`src/hdl/utf8_terminal_display_width_unit_macros.svh`:
```
// Assertion macros for the UTF-8 display width unit.
// Both expect signals named clk and rst_n in the module that uses them.
`ifndef UTF8_TERMINAL_DISPLAY_WIDTH_UNIT_MACROS_SVH
`define UTF8_TERMINAL_DISPLAY_WIDTH_UNIT_MACROS_SVH

// The consequent holds in the same cycle as the antecedent.
`define UTDW_ASSERT_NOW(lbl, ante, cons, msg) \
  lbl: assert property (@(posedge clk) disable iff (!rst_n) (ante) |-> (cons)) \
    else $error(msg);

// The consequent holds in the cycle after the antecedent.
`define UTDW_ASSERT_NEXT(lbl, ante, cons, msg) \
  lbl: assert property (@(posedge clk) disable iff (!rst_n) (ante) |=> (cons)) \
    else $error(msg);

`endif

```
`src/hdl/utdw_pkg.sv`:
```
// Constants, types and decode functions for the UTF-8 display width unit.
// No dependencies; used by the top level.
package utdw_pkg;

  localparam logic [7:0]  CH_ESC      = 8'h1B;
  localparam logic [7:0]  CH_LBRACKET = 8'h5B;
  localparam logic [7:0]  CH_M        = 8'h6D;
  localparam logic [5:0]  CONT_MASK   = 6'h3F;

  localparam int unsigned CP_W        = 21;
  localparam int unsigned COL_W       = 16;
  localparam logic [COL_W-1:0] COL_MAX = 16'hFFFF;

  localparam logic [CP_W-1:0] CP_REPL   = 21'h0FFFD;
  localparam logic [CP_W-1:0] CP_ZWJ    = 21'h0200D;
  localparam logic [CP_W-1:0] VS_LO     = 21'h0FE00;
  localparam logic [CP_W-1:0] VS_HI     = 21'h0FE0F;
  localparam logic [CP_W-1:0] VS_SUP_LO = 21'hE0100;
  localparam logic [CP_W-1:0] VS_SUP_HI = 21'hE01EF;

  localparam int unsigned WIDE_N = 16;
  localparam logic [CP_W-1:0] WIDE_LO [WIDE_N] = '{
    21'h01100, 21'h02E80, 21'h0AC00, 21'h0F900, 21'h0FE10, 21'h0FE30,
    21'h0FF01, 21'h0FFE0, 21'h0231A, 21'h023E9, 21'h02600, 21'h02B50,
    21'h1F000, 21'h1F0A0, 21'h1F680, 21'h1F780
  };
  localparam logic [CP_W-1:0] WIDE_HI [WIDE_N] = '{
    21'h0115F, 21'h0A4CF, 21'h0D7A3, 21'h0FAFF, 21'h0FE19, 21'h0FE6F,
    21'h0FF60, 21'h0FFE6, 21'h0231B, 21'h023FA, 21'h027BF, 21'h02B55,
    21'h1F02F, 21'h1F64F, 21'h1F6FF, 21'h1FAFF
  };

  typedef struct packed {
    logic [CP_W-1:0] part;
    logic [1:0]      rem;
    logic [1:0]      cols;
  } dec_res_t;

  function automatic logic [1:0] cols_of(input logic [CP_W-1:0] cp);
    logic wide;
    logic [1:0] res;
    wide = 1'b0;
    for (int k = 0; k < WIDE_N; k++) begin
      if (cp >= WIDE_LO[k] && cp <= WIDE_HI[k]) begin
        wide = 1'b1;
      end
    end
    if (cp == CP_ZWJ || (cp >= VS_LO && cp <= VS_HI) ||
        (cp >= VS_SUP_LO && cp <= VS_SUP_HI)) begin
      res = 2'd0;
    end else if (wide) begin
      res = 2'd2;
    end else begin
      res = 2'd1;
    end
    return res;
  endfunction

  // One UTF-8 decode step: a continuation byte extends a pending code point; any
  // other byte closes a pending character as a replacement and starts anew.
  function automatic dec_res_t dec_byte(input logic [CP_W-1:0] part,
                                        input logic [1:0] rem,
                                        input logic [7:0] c);
    dec_res_t r;
    logic [1:0] extra;
    r.part = part;
    r.rem  = rem;
    r.cols = 2'd0;
    extra  = 2'd0;
    if (rem != 2'd0 && c[7:6] == 2'b10) begin
      r.part = {part[CP_W-7:0], c[5:0] & CONT_MASK};
      r.rem  = rem - 2'd1;
      if (r.rem == 2'd0) begin
        r.cols = cols_of(r.part);
        r.part = '0;
      end
    end else begin
      if (rem != 2'd0) begin
        extra  = cols_of(CP_REPL);
        r.rem  = 2'd0;
        r.part = '0;
      end
      if (c[7] == 1'b0) begin
        r.cols = extra + cols_of({13'd0, c});
      end else if (c[7:5] == 3'b110) begin
        r.part = {16'd0, c[4:0]};
        r.rem  = 2'd1;
        r.cols = extra;
      end else if (c[7:4] == 4'b1110) begin
        r.part = {17'd0, c[3:0]};
        r.rem  = 2'd2;
        r.cols = extra;
      end else if (c[7:3] == 5'b11110) begin
        r.part = {18'd0, c[2:0]};
        r.rem  = 2'd3;
        r.cols = extra;
      end else begin
        r.cols = extra + cols_of(CP_REPL);
      end
    end
    return r;
  endfunction

endpackage

```
`src/hdl/utdw_in_if.sv`:
```
// Input channel of the UTF-8 display width unit: one byte of a string per item.
// No dependencies.
interface utdw_in_if;
  logic       valid;
  logic       ready;
  logic [7:0] byte_in;
  logic       last_byte;

  modport source(output valid, output byte_in, output last_byte, input ready);
  modport sink(input valid, input byte_in, input last_byte, output ready);
endinterface

```
`src/hdl/utdw_out_if.sv`:
```
// Result channel of the UTF-8 display width unit: one column count per string.
// No dependencies.
interface utdw_out_if;
  logic        valid;
  logic        ready;
  logic [15:0] width;
  logic        saturated;

  modport source(output valid, output width, output saturated, input ready);
  modport sink(input valid, input width, input saturated, output ready);
endinterface

```
`src/hdl/utf8_terminal_display_width_unit.sv`:
```
// A result is registered in the output register when the held last byte advances.
// Throughput: one byte per cycle; the byte register feeds the decoder and state directly.
// The input stalls only when a finished result waits in the output register unread.
// Reset (rst_n low, synchronous) empties both registers and returns the escape filter,
// the UTF-8 decoder and the column count to the start of a string.
// Uses utdw_pkg, utdw_in_if, utdw_out_if and the assertion macro header.
`include "utf8_terminal_display_width_unit_macros.svh"

module utf8_terminal_display_width_unit
  import utdw_pkg::*;
(
  input  logic        clk,
  input  logic        rst_n,
  utdw_in_if.sink     in_ch,
  utdw_out_if.source  out_ch
);

  typedef enum logic [2:0] {
    PH_NORMAL = 3'b001,
    PH_ESC    = 3'b010,
    PH_SEQ    = 3'b100
  } phase_t;

  logic             in_vld_r;
  logic [7:0]       in_byte_r;
  logic             in_last_r;
  logic             adv;

  phase_t           phase_r, phase_nxt;
  logic [CP_W-1:0]  part_r, part_nxt;
  logic [1:0]       rem_r, rem_nxt;
  logic [COL_W-1:0] total_r, total_nxt;
  logic             sat_r, sat_nxt;

  logic             out_vld_r;
  logic [COL_W-1:0] out_width_r;
  logic             out_sat_r;

  logic             take_pre, take_main, take_end;
  dec_res_t         d_pre, d_main, d_end;
  logic [CP_W-1:0]  part1, part2, part3;
  logic [1:0]       rem1, rem2, rem3;
  logic [1:0]       c_pre, c_main, c_end, c_flush;
  logic [3:0]       col_sum;
  logic [COL_W:0]   t_sum;
  logic             sat_hit;

  assign adv         = in_vld_r && (!in_last_r || !out_vld_r || out_ch.ready);
  assign in_ch.ready = !in_vld_r || adv;

  always_ff @(posedge clk) begin
    if (!rst_n) begin
      in_vld_r <= 1'b0;
    end else if (in_ch.ready) begin
      in_vld_r <= in_ch.valid;
    end
  end

  always_ff @(posedge clk) begin
    if (in_ch.valid && in_ch.ready) begin
      in_byte_r <= in_ch.byte_in;
      in_last_r <= in_ch.last_byte;
    end
  end

  always_comb begin
    unique case (phase_r)
      PH_NORMAL: phase_nxt = (in_byte_r == CH_ESC) ? PH_ESC : PH_NORMAL;
      PH_ESC: begin
        if (in_byte_r == CH_LBRACKET) begin
          phase_nxt = PH_SEQ;
        end else if (in_byte_r == CH_ESC) begin
          phase_nxt = PH_ESC;
        end else begin
          phase_nxt = PH_NORMAL;
        end
      end
      PH_SEQ:    phase_nxt = (in_byte_r == CH_M) ? PH_NORMAL : PH_SEQ;
      default:   phase_nxt = PH_NORMAL;
    endcase
  end

  // A held ESC that is not followed by '[' is decoded before the current byte.
  assign take_pre  = (phase_r == PH_ESC) && (in_byte_r != CH_LBRACKET);
  assign take_main = (phase_r != PH_SEQ) && (in_byte_r != CH_ESC) &&
                     !((phase_r == PH_ESC) && (in_byte_r == CH_LBRACKET));

  assign d_pre  = dec_byte(part_r, rem_r, CH_ESC);
  assign part1  = take_pre ? d_pre.part : part_r;
  assign rem1   = take_pre ? d_pre.rem : rem_r;
  assign c_pre  = take_pre ? d_pre.cols : 2'd0;

  assign d_main = dec_byte(part1, rem1, in_byte_r);
  assign part2  = take_main ? d_main.part : part1;
  assign rem2   = take_main ? d_main.rem : rem1;
  assign c_main = take_main ? d_main.cols : 2'd0;

  // At the end of a string a trailing ESC counts; a cut-short character is classed
  // by the bits gathered so far, or as a replacement if a trailing ESC closes it.
  assign take_end = in_last_r && (phase_nxt == PH_ESC);
  assign d_end    = dec_byte(part2, rem2, CH_ESC);
  assign part3    = take_end ? d_end.part : part2;
  assign rem3     = take_end ? d_end.rem : rem2;
  assign c_end    = take_end ? d_end.cols : 2'd0;
  assign c_flush  = (in_last_r && rem3 != 2'd0) ? cols_of(part3) : 2'd0;

  assign col_sum = {2'd0, c_pre} + {2'd0, c_main} + {2'd0, c_end} + {2'd0, c_flush};
  assign t_sum   = {1'b0, total_r} + {{(COL_W-3){1'b0}}, col_sum};
  assign sat_hit = t_sum >= {1'b0, COL_MAX};

  assign part_nxt  = part2;
  assign rem_nxt   = rem2;
  assign total_nxt = sat_hit ? COL_MAX : t_sum[COL_W-1:0];
  assign sat_nxt   = sat_r || sat_hit;

  always_ff @(posedge clk) begin
    if (!rst_n) begin
      phase_r <= PH_NORMAL;
      part_r  <= '0;
      rem_r   <= 2'd0;
      total_r <= '0;
      sat_r   <= 1'b0;
    end else if (adv) begin
      if (in_last_r) begin
        phase_r <= PH_NORMAL;
        part_r  <= '0;
        rem_r   <= 2'd0;
        total_r <= '0;
        sat_r   <= 1'b0;
      end else begin
        phase_r <= phase_nxt;
        part_r  <= part_nxt;
        rem_r   <= rem_nxt;
        total_r <= total_nxt;
        sat_r   <= sat_nxt;
      end
    end
  end

  always_ff @(posedge clk) begin
    if (!rst_n) begin
      out_vld_r <= 1'b0;
    end else if (adv && in_last_r) begin
      out_vld_r <= 1'b1;
    end else if (out_ch.ready) begin
      out_vld_r <= 1'b0;
    end
  end

  always_ff @(posedge clk) begin
    if (adv && in_last_r) begin
      out_width_r <= total_nxt;
      out_sat_r   <= sat_nxt;
    end
  end

  assign out_ch.valid     = out_vld_r;
  assign out_ch.width     = out_width_r;
  assign out_ch.saturated = out_sat_r;

  `UTDW_ASSERT_NOW(a_sat_width, out_vld_r && out_sat_r, out_width_r == COL_MAX,
                   "saturated result without full width")
  `UTDW_ASSERT_NOW(a_total_sat, total_r == COL_MAX, sat_r,
                   "count at ceiling without saturation flag")
  `UTDW_ASSERT_NOW(a_part_idle, rem_r == 2'd0, part_r == '0,
                   "partial code point left without pending bytes")
  `UTDW_ASSERT_NEXT(a_end_clear, adv && in_last_r,
                    total_r == '0 && rem_r == 2'd0 && phase_r == PH_NORMAL,
                    "state not cleared after end of string")

endmodule
```
`src/flat_wrapper.sv`:
```
// flat-port wrapper written by rule: the top's interface ports become plain ports
module utf8_terminal_display_width_unit_flat import utdw_pkg::*;
  (clk, rst_n, in_ch_valid, in_ch_byte_in, in_ch_last_byte, in_ch_ready, out_ch_valid, out_ch_width, out_ch_saturated, out_ch_ready);
  utdw_in_if in_ch_i ();
  utdw_out_if out_ch_i ();
  input  logic clk;
  input  logic rst_n;
  input wire logic [$bits(in_ch_i.valid)-1:0] in_ch_valid;
  input wire logic [$bits(in_ch_i.byte_in)-1:0] in_ch_byte_in;
  input wire logic [$bits(in_ch_i.last_byte)-1:0] in_ch_last_byte;
  output wire logic [$bits(in_ch_i.ready)-1:0] in_ch_ready;
  output wire logic [$bits(out_ch_i.valid)-1:0] out_ch_valid;
  output wire logic [$bits(out_ch_i.width)-1:0] out_ch_width;
  output wire logic [$bits(out_ch_i.saturated)-1:0] out_ch_saturated;
  input wire logic [$bits(out_ch_i.ready)-1:0] out_ch_ready;
  assign in_ch_i.valid = in_ch_valid;
  assign in_ch_i.byte_in = in_ch_byte_in;
  assign in_ch_i.last_byte = in_ch_last_byte;
  assign in_ch_ready = in_ch_i.ready;
  assign out_ch_valid = out_ch_i.valid;
  assign out_ch_width = out_ch_i.width;
  assign out_ch_saturated = out_ch_i.saturated;
  assign out_ch_i.ready = out_ch_ready;
  utf8_terminal_display_width_unit u_core (.clk(clk), .rst_n(rst_n), .in_ch(in_ch_i), .out_ch(out_ch_i));
endmodule
```
`config.mk`:
```
export PLATFORM = sky130hd
export DESIGN_NAME = utf8_terminal_display_width_unit_flat
export DESIGN_NICKNAME = d
export VERILOG_FILES = /design/src/hdl/utdw_pkg.sv /design/src/hdl/utdw_in_if.sv /design/src/hdl/utdw_out_if.sv /design/src/hdl/utf8_terminal_display_width_unit.sv /design/src/flat_wrapper.sv
export VERILOG_INCLUDE_DIRS = /design/src /design/src/hdl
export SDC_FILE = /design/constraint.sdc
export NUM_CORES = 1
export LEC_CHECK = 0
export ABC_CLOCK_PERIOD_IN_PS = 7300
export BUFFER_PORTS_ARGS = -buffer_cell sky130_fd_sc_hd__buf_2
export CAP_MARGIN = 20
export CORE_UTILIZATION = 50
export DETAILED_ROUTE_END_ITERATION = 10
export PLACE_DENSITY = 0.7
export SLEW_MARGIN = 20
export SYNTH_ARGS = -nofsm -noshare
export SYNTH_HDL_FRONTEND = slang
export SYNTH_SLANG_ARGS = --single-unit
```
`constraint.sdc`:
```
create_clock -name clk -period 7.3 [get_ports clk]
set_clock_uncertainty 0.15 [all_clocks]
set_input_delay 1.46 -clock clk [delete_from_list [all_inputs] [get_ports clk]]
set_output_delay 1.46 -clock clk [all_outputs]
set_load 0.02 [all_outputs]
```
==> run_results.csv <==
group,metric,value,unit
outcome,status,"finished, violations left",
outcome,violations,"negative setup slack",
routing,vias,9477,
worst_hold_path,holdCritPathClass,"reg -> reg",
sta,final_max_slew_viol_count,0,
routing,wl,32700,µm
job,max-cap-violations,0,
power,power_frac_clock,45.0,%
yosys,avgSynthCellArea,7.29,µm²
clocking,root_buffer,"clkbuf_16",
clocking,clk_pin_slew_worst_paths,0.06,ns
sta,maxSlewHeadroom,26.1,%
yosys,ys_ff_latch,71,
global_route,antenna_found_initial,0,
routing,vias_per_cell,7.08,
cells_and_area,final_area,9630,µm²
global_route,grt_max_degree,52,
place,dpl_cell_area,8750,µm²
clocking,cts_tree,"built",
power,p_leak,0.00369,µW
setup_path,rr_startpoint,"u_core.in_byte_r[1]",
yosys,synth-seq-area-share,23.2,%
floorplan,dieArea,15000,µm²
clocking,clkLatencyLatePin,0.35,ns
clocking,cts_hold_buf,0,
yosys,synth.most_common_cell,"nand2_1",
place,dp_hpwl,22900,µm
yosys,synth_edf_count,26,
power,totalPowerFinal,1030,µW
clocking,cts_sinks,71,
sta,layout_setup_ws,-0.484,ns
place,portBuffers,31,
clocking,cts_max_path_buffers,2,
setup_path,crit_arrival,7.92,ns
routing,drt-pass1-iter-count,7,
setup_path,endpoint_kind,"flip-flop",
yosys,async_flop_share,0,%
cells_and_area,fillCellCount,1155,
power,power.density,107,nW/µm²
yosys,synth_top_area_share,12.5,%
yosys,syn-num-nets,1019,
power,p_int,738,µW
setup_path,rr_worst_depth,29,
floorplan,die_h,122,µm
worst_hold_path,min_delay_path_depth,1,
global_route,grt_pass1_vias,8714,
sta,worst_slew_pin_slew,1.10,ns
cells_and_area,utilization,68.9,%
power,switchingPower,296,µW
yosys,synth_area_leaders,"dfxtp_1 12%, edfxtp_1 11%, nand2_1 5.2%",
yosys,synth_commonest_cells,"100 x nand2_1, 75 x nor2_1, 71 x a21oi_1, 57 x clkbuf_1, 57 x o21ai_0",
worst_hold_path,min_from,"u_core.sat_r",
yosys,netlist_instances,992,
floorplan,rows,43,
setup_path,critPathLaunchType,"flip-flop",
floorplan,die_w,122,µm
cells_and_area,nets,1180,
cells_and_area,diodes,0,
yosys,yosysUniqueCellTypes,96,
yosys,yosysWarnings,0,
setup_path,r2r-end,"u_core.total_r[10]",
setup_path,critPathMaxFanout,14,
yosys,yosysTopAreaCell,"dfxtp_1",
setup_path,r2r_slack,-0.48,ns
global_route,grt_use_total,42.3,%
power,combPwrFrac,14.1,%
global_route,grt_pass1_wl,48300,µm
cells_and_area,syn_to_final_growth,33.1,%
setup_path,path_class,"reg -> reg",
sta,rsz0062_at_grt,"true",
place,gp_congestion,1.01,
sta,fmax,128,MHz
clocking,cts_buffers,9,
clocking,h-tree-depth,3,
floorplan,core,14000,µm²
power,seq_power_share,40.8,%
cells_and_area,drive_gt1_share,31.6,%
yosys,syn-cell-area,7240,µm²
sta,fin_crit,7.78,ns
power,irDropWorstVdd,0.125,mV
routing,antenna_left,0,
sta,final-hold-violation-count,0,
routing,wl_per_cell,24.5,µm
sta,post-route-period-util,107,%
yosys,synth-main-ff-cell,"dfxtp_1",
global_route,overflow,0,
setup_path,crit_slowest_cell,"fa_1",
power,netSwitchingFraction,28.6,%
sta,setup_violations,33,
floorplan,initial_core_util,51.7,%
setup_path,cpPeakStageDelay,0.56,ns
routing,drtIter0Drc,1351,
place,pre_cts_slack,-0.214,ns
worst_hold_path,worst_hold_path.endpoint,"u_core.sat_r",
floorplan,io_pins,32,
routing,drc,0,
setup_path,critPathRequiredTime,7.44,ns
-- logic make-up after synthesis --
family          count (synthesis)  synth area share, %
fa+ha+maj                      14                 2.94
mux                             4                0.571
flops                          71                 23.2
xor+xnor                       12                 1.45
compound gates                335                 32.2
buf+inv                       110                 6.62
simple gates                  446                 33.0
-- per-stage QoR --
| step | setup TNS [ns] | cells | hold WS [ns] |
|---|---|---|---|
| after floorplan | -0.298 | 992 | 0.313 |
| after global routing | -17.66 | 1338 | 0.377 |
| after detailed placement | -3.45 | 1300 | 0.344 |
| after global placement | -2.54 | 1300 | 0.323 |
| after CTS | -0.830 | 1327 | 0.360 |
| final | -9.62 | 1338 | 0.358 |
-- area by class of cell --
class | count | area (µm²) | area share [%]
Clock buffer | 10 | 229 | 2.38
Clock inverter | 6 | 68.8 | 0.714
Sequential cell | 71 | 1680 | 17.5
Timing Repair Buffer | 237 | 1790 | 18.5
Tap cell | 180 | 225 | 2.34
Multi-Input combinational cell | 811 | 5560 | 57.7
Inverter | 23 | 86.3 | 0.896
-- power groups by stage --
stage | clock [µW] | combinational, µW | sequential (µW)
floorplan | 0 | 83.8 | 430
global placement | 0 | 133 | 430
detailed placement | 0 | 133 | 430
CTS | 462 | 138 | 422
global route | 478 | 155 | 422
finish | 465 | 146 | 422
-- how the worst max path moves through the flow --
stage | from | to | slack [ns] | depth (start not counted)
2_1_floorplan | u_core.in_byte_r[7] | u_core.total_r[8] | -0.08 | 32
3_3_place_gp | u_core.in_byte_r[7] | u_core.sat_r | -0.17 | 36
3_5_place_dp | u_core.in_byte_r[7] | u_core.sat_r | -0.21 | 32
4_1_cts | u_core.in_byte_r[2] | u_core.total_r[10] | -0.1 | 33
5_1_grt | u_core.in_byte_r[2] | u_core.total_r[10] | -0.77 | 33
6_report | u_core.in_byte_r[1] | u_core.total_r[10] | -0.48 | 29
-- layer usage --
| metal | vias up | GRT usage (%) | part of all wire, % |
|---|---|---|---|
| li1 | 4124 | - | - |
| met1 | 4417 | 57.0 | 38 |
| met2 | 763 | 63.6 | 43 |
| met3 | 173 | 10.5 | 13 |
| met4 | 0 | 19.4 | 6.1 |
| met5 | - | 0 | 0 |
-- flip-flops by register name, indices dropped and copies added, names as in the netlist --
register	count
u_core.sat_r	1
u_core.part_r	21
u_core.total_r	16
u_core.in_byte_r	8
u_core.in_last_r	1
u_core.out_ch.valid	1
u_core.phase_r	3
u_core.out_ch.saturated	1
u_core.in_vld_r	1
u_core.out_ch.width	16
u_core.rem_r	2
-- worst max-delay path: cells and delay by family (launching register included) --
family,cells,cell delay (ns)
XOR/XNOR,1,0.15
buffers and inverters,6,1.06
AND/OR/NAND/NOR,8,1.96
adder cells (fa/ha/maj),5,2.03
AO/OA/AOI/OAI,9,2.00
flip-flops,1,0.40
-- what timing repair did --
| action | CTS | global route |
|---|---|---|
| gates cloned | 3 | 0 |
| gates resized for setup | 33 | 67 |
| setup buffers | 8 | 12 |
| pin swaps | 24 | 23 |
| endpoints found under the setup margin | 34 | 34 |
-- cell usage in the layout, fill, tap and decap left out, drive strengths merged, types with 10 or more instances in the layout --
cell / count
a211oi: 12
a21oi: 71
a22oi: 41
a31oi: 23
and2: 11
buf: 237
clkbuf: 10
dfxtp: 45
edfxtp: 26
inv: 24
nand2: 101
nand2b: 12
nand3: 39
nand4: 32
nor2: 78
nor2b: 45
nor3: 41
nor4: 26
o211ai: 10
o21ai: 63
o22ai: 16
Power figures use the tool's default switching activity.
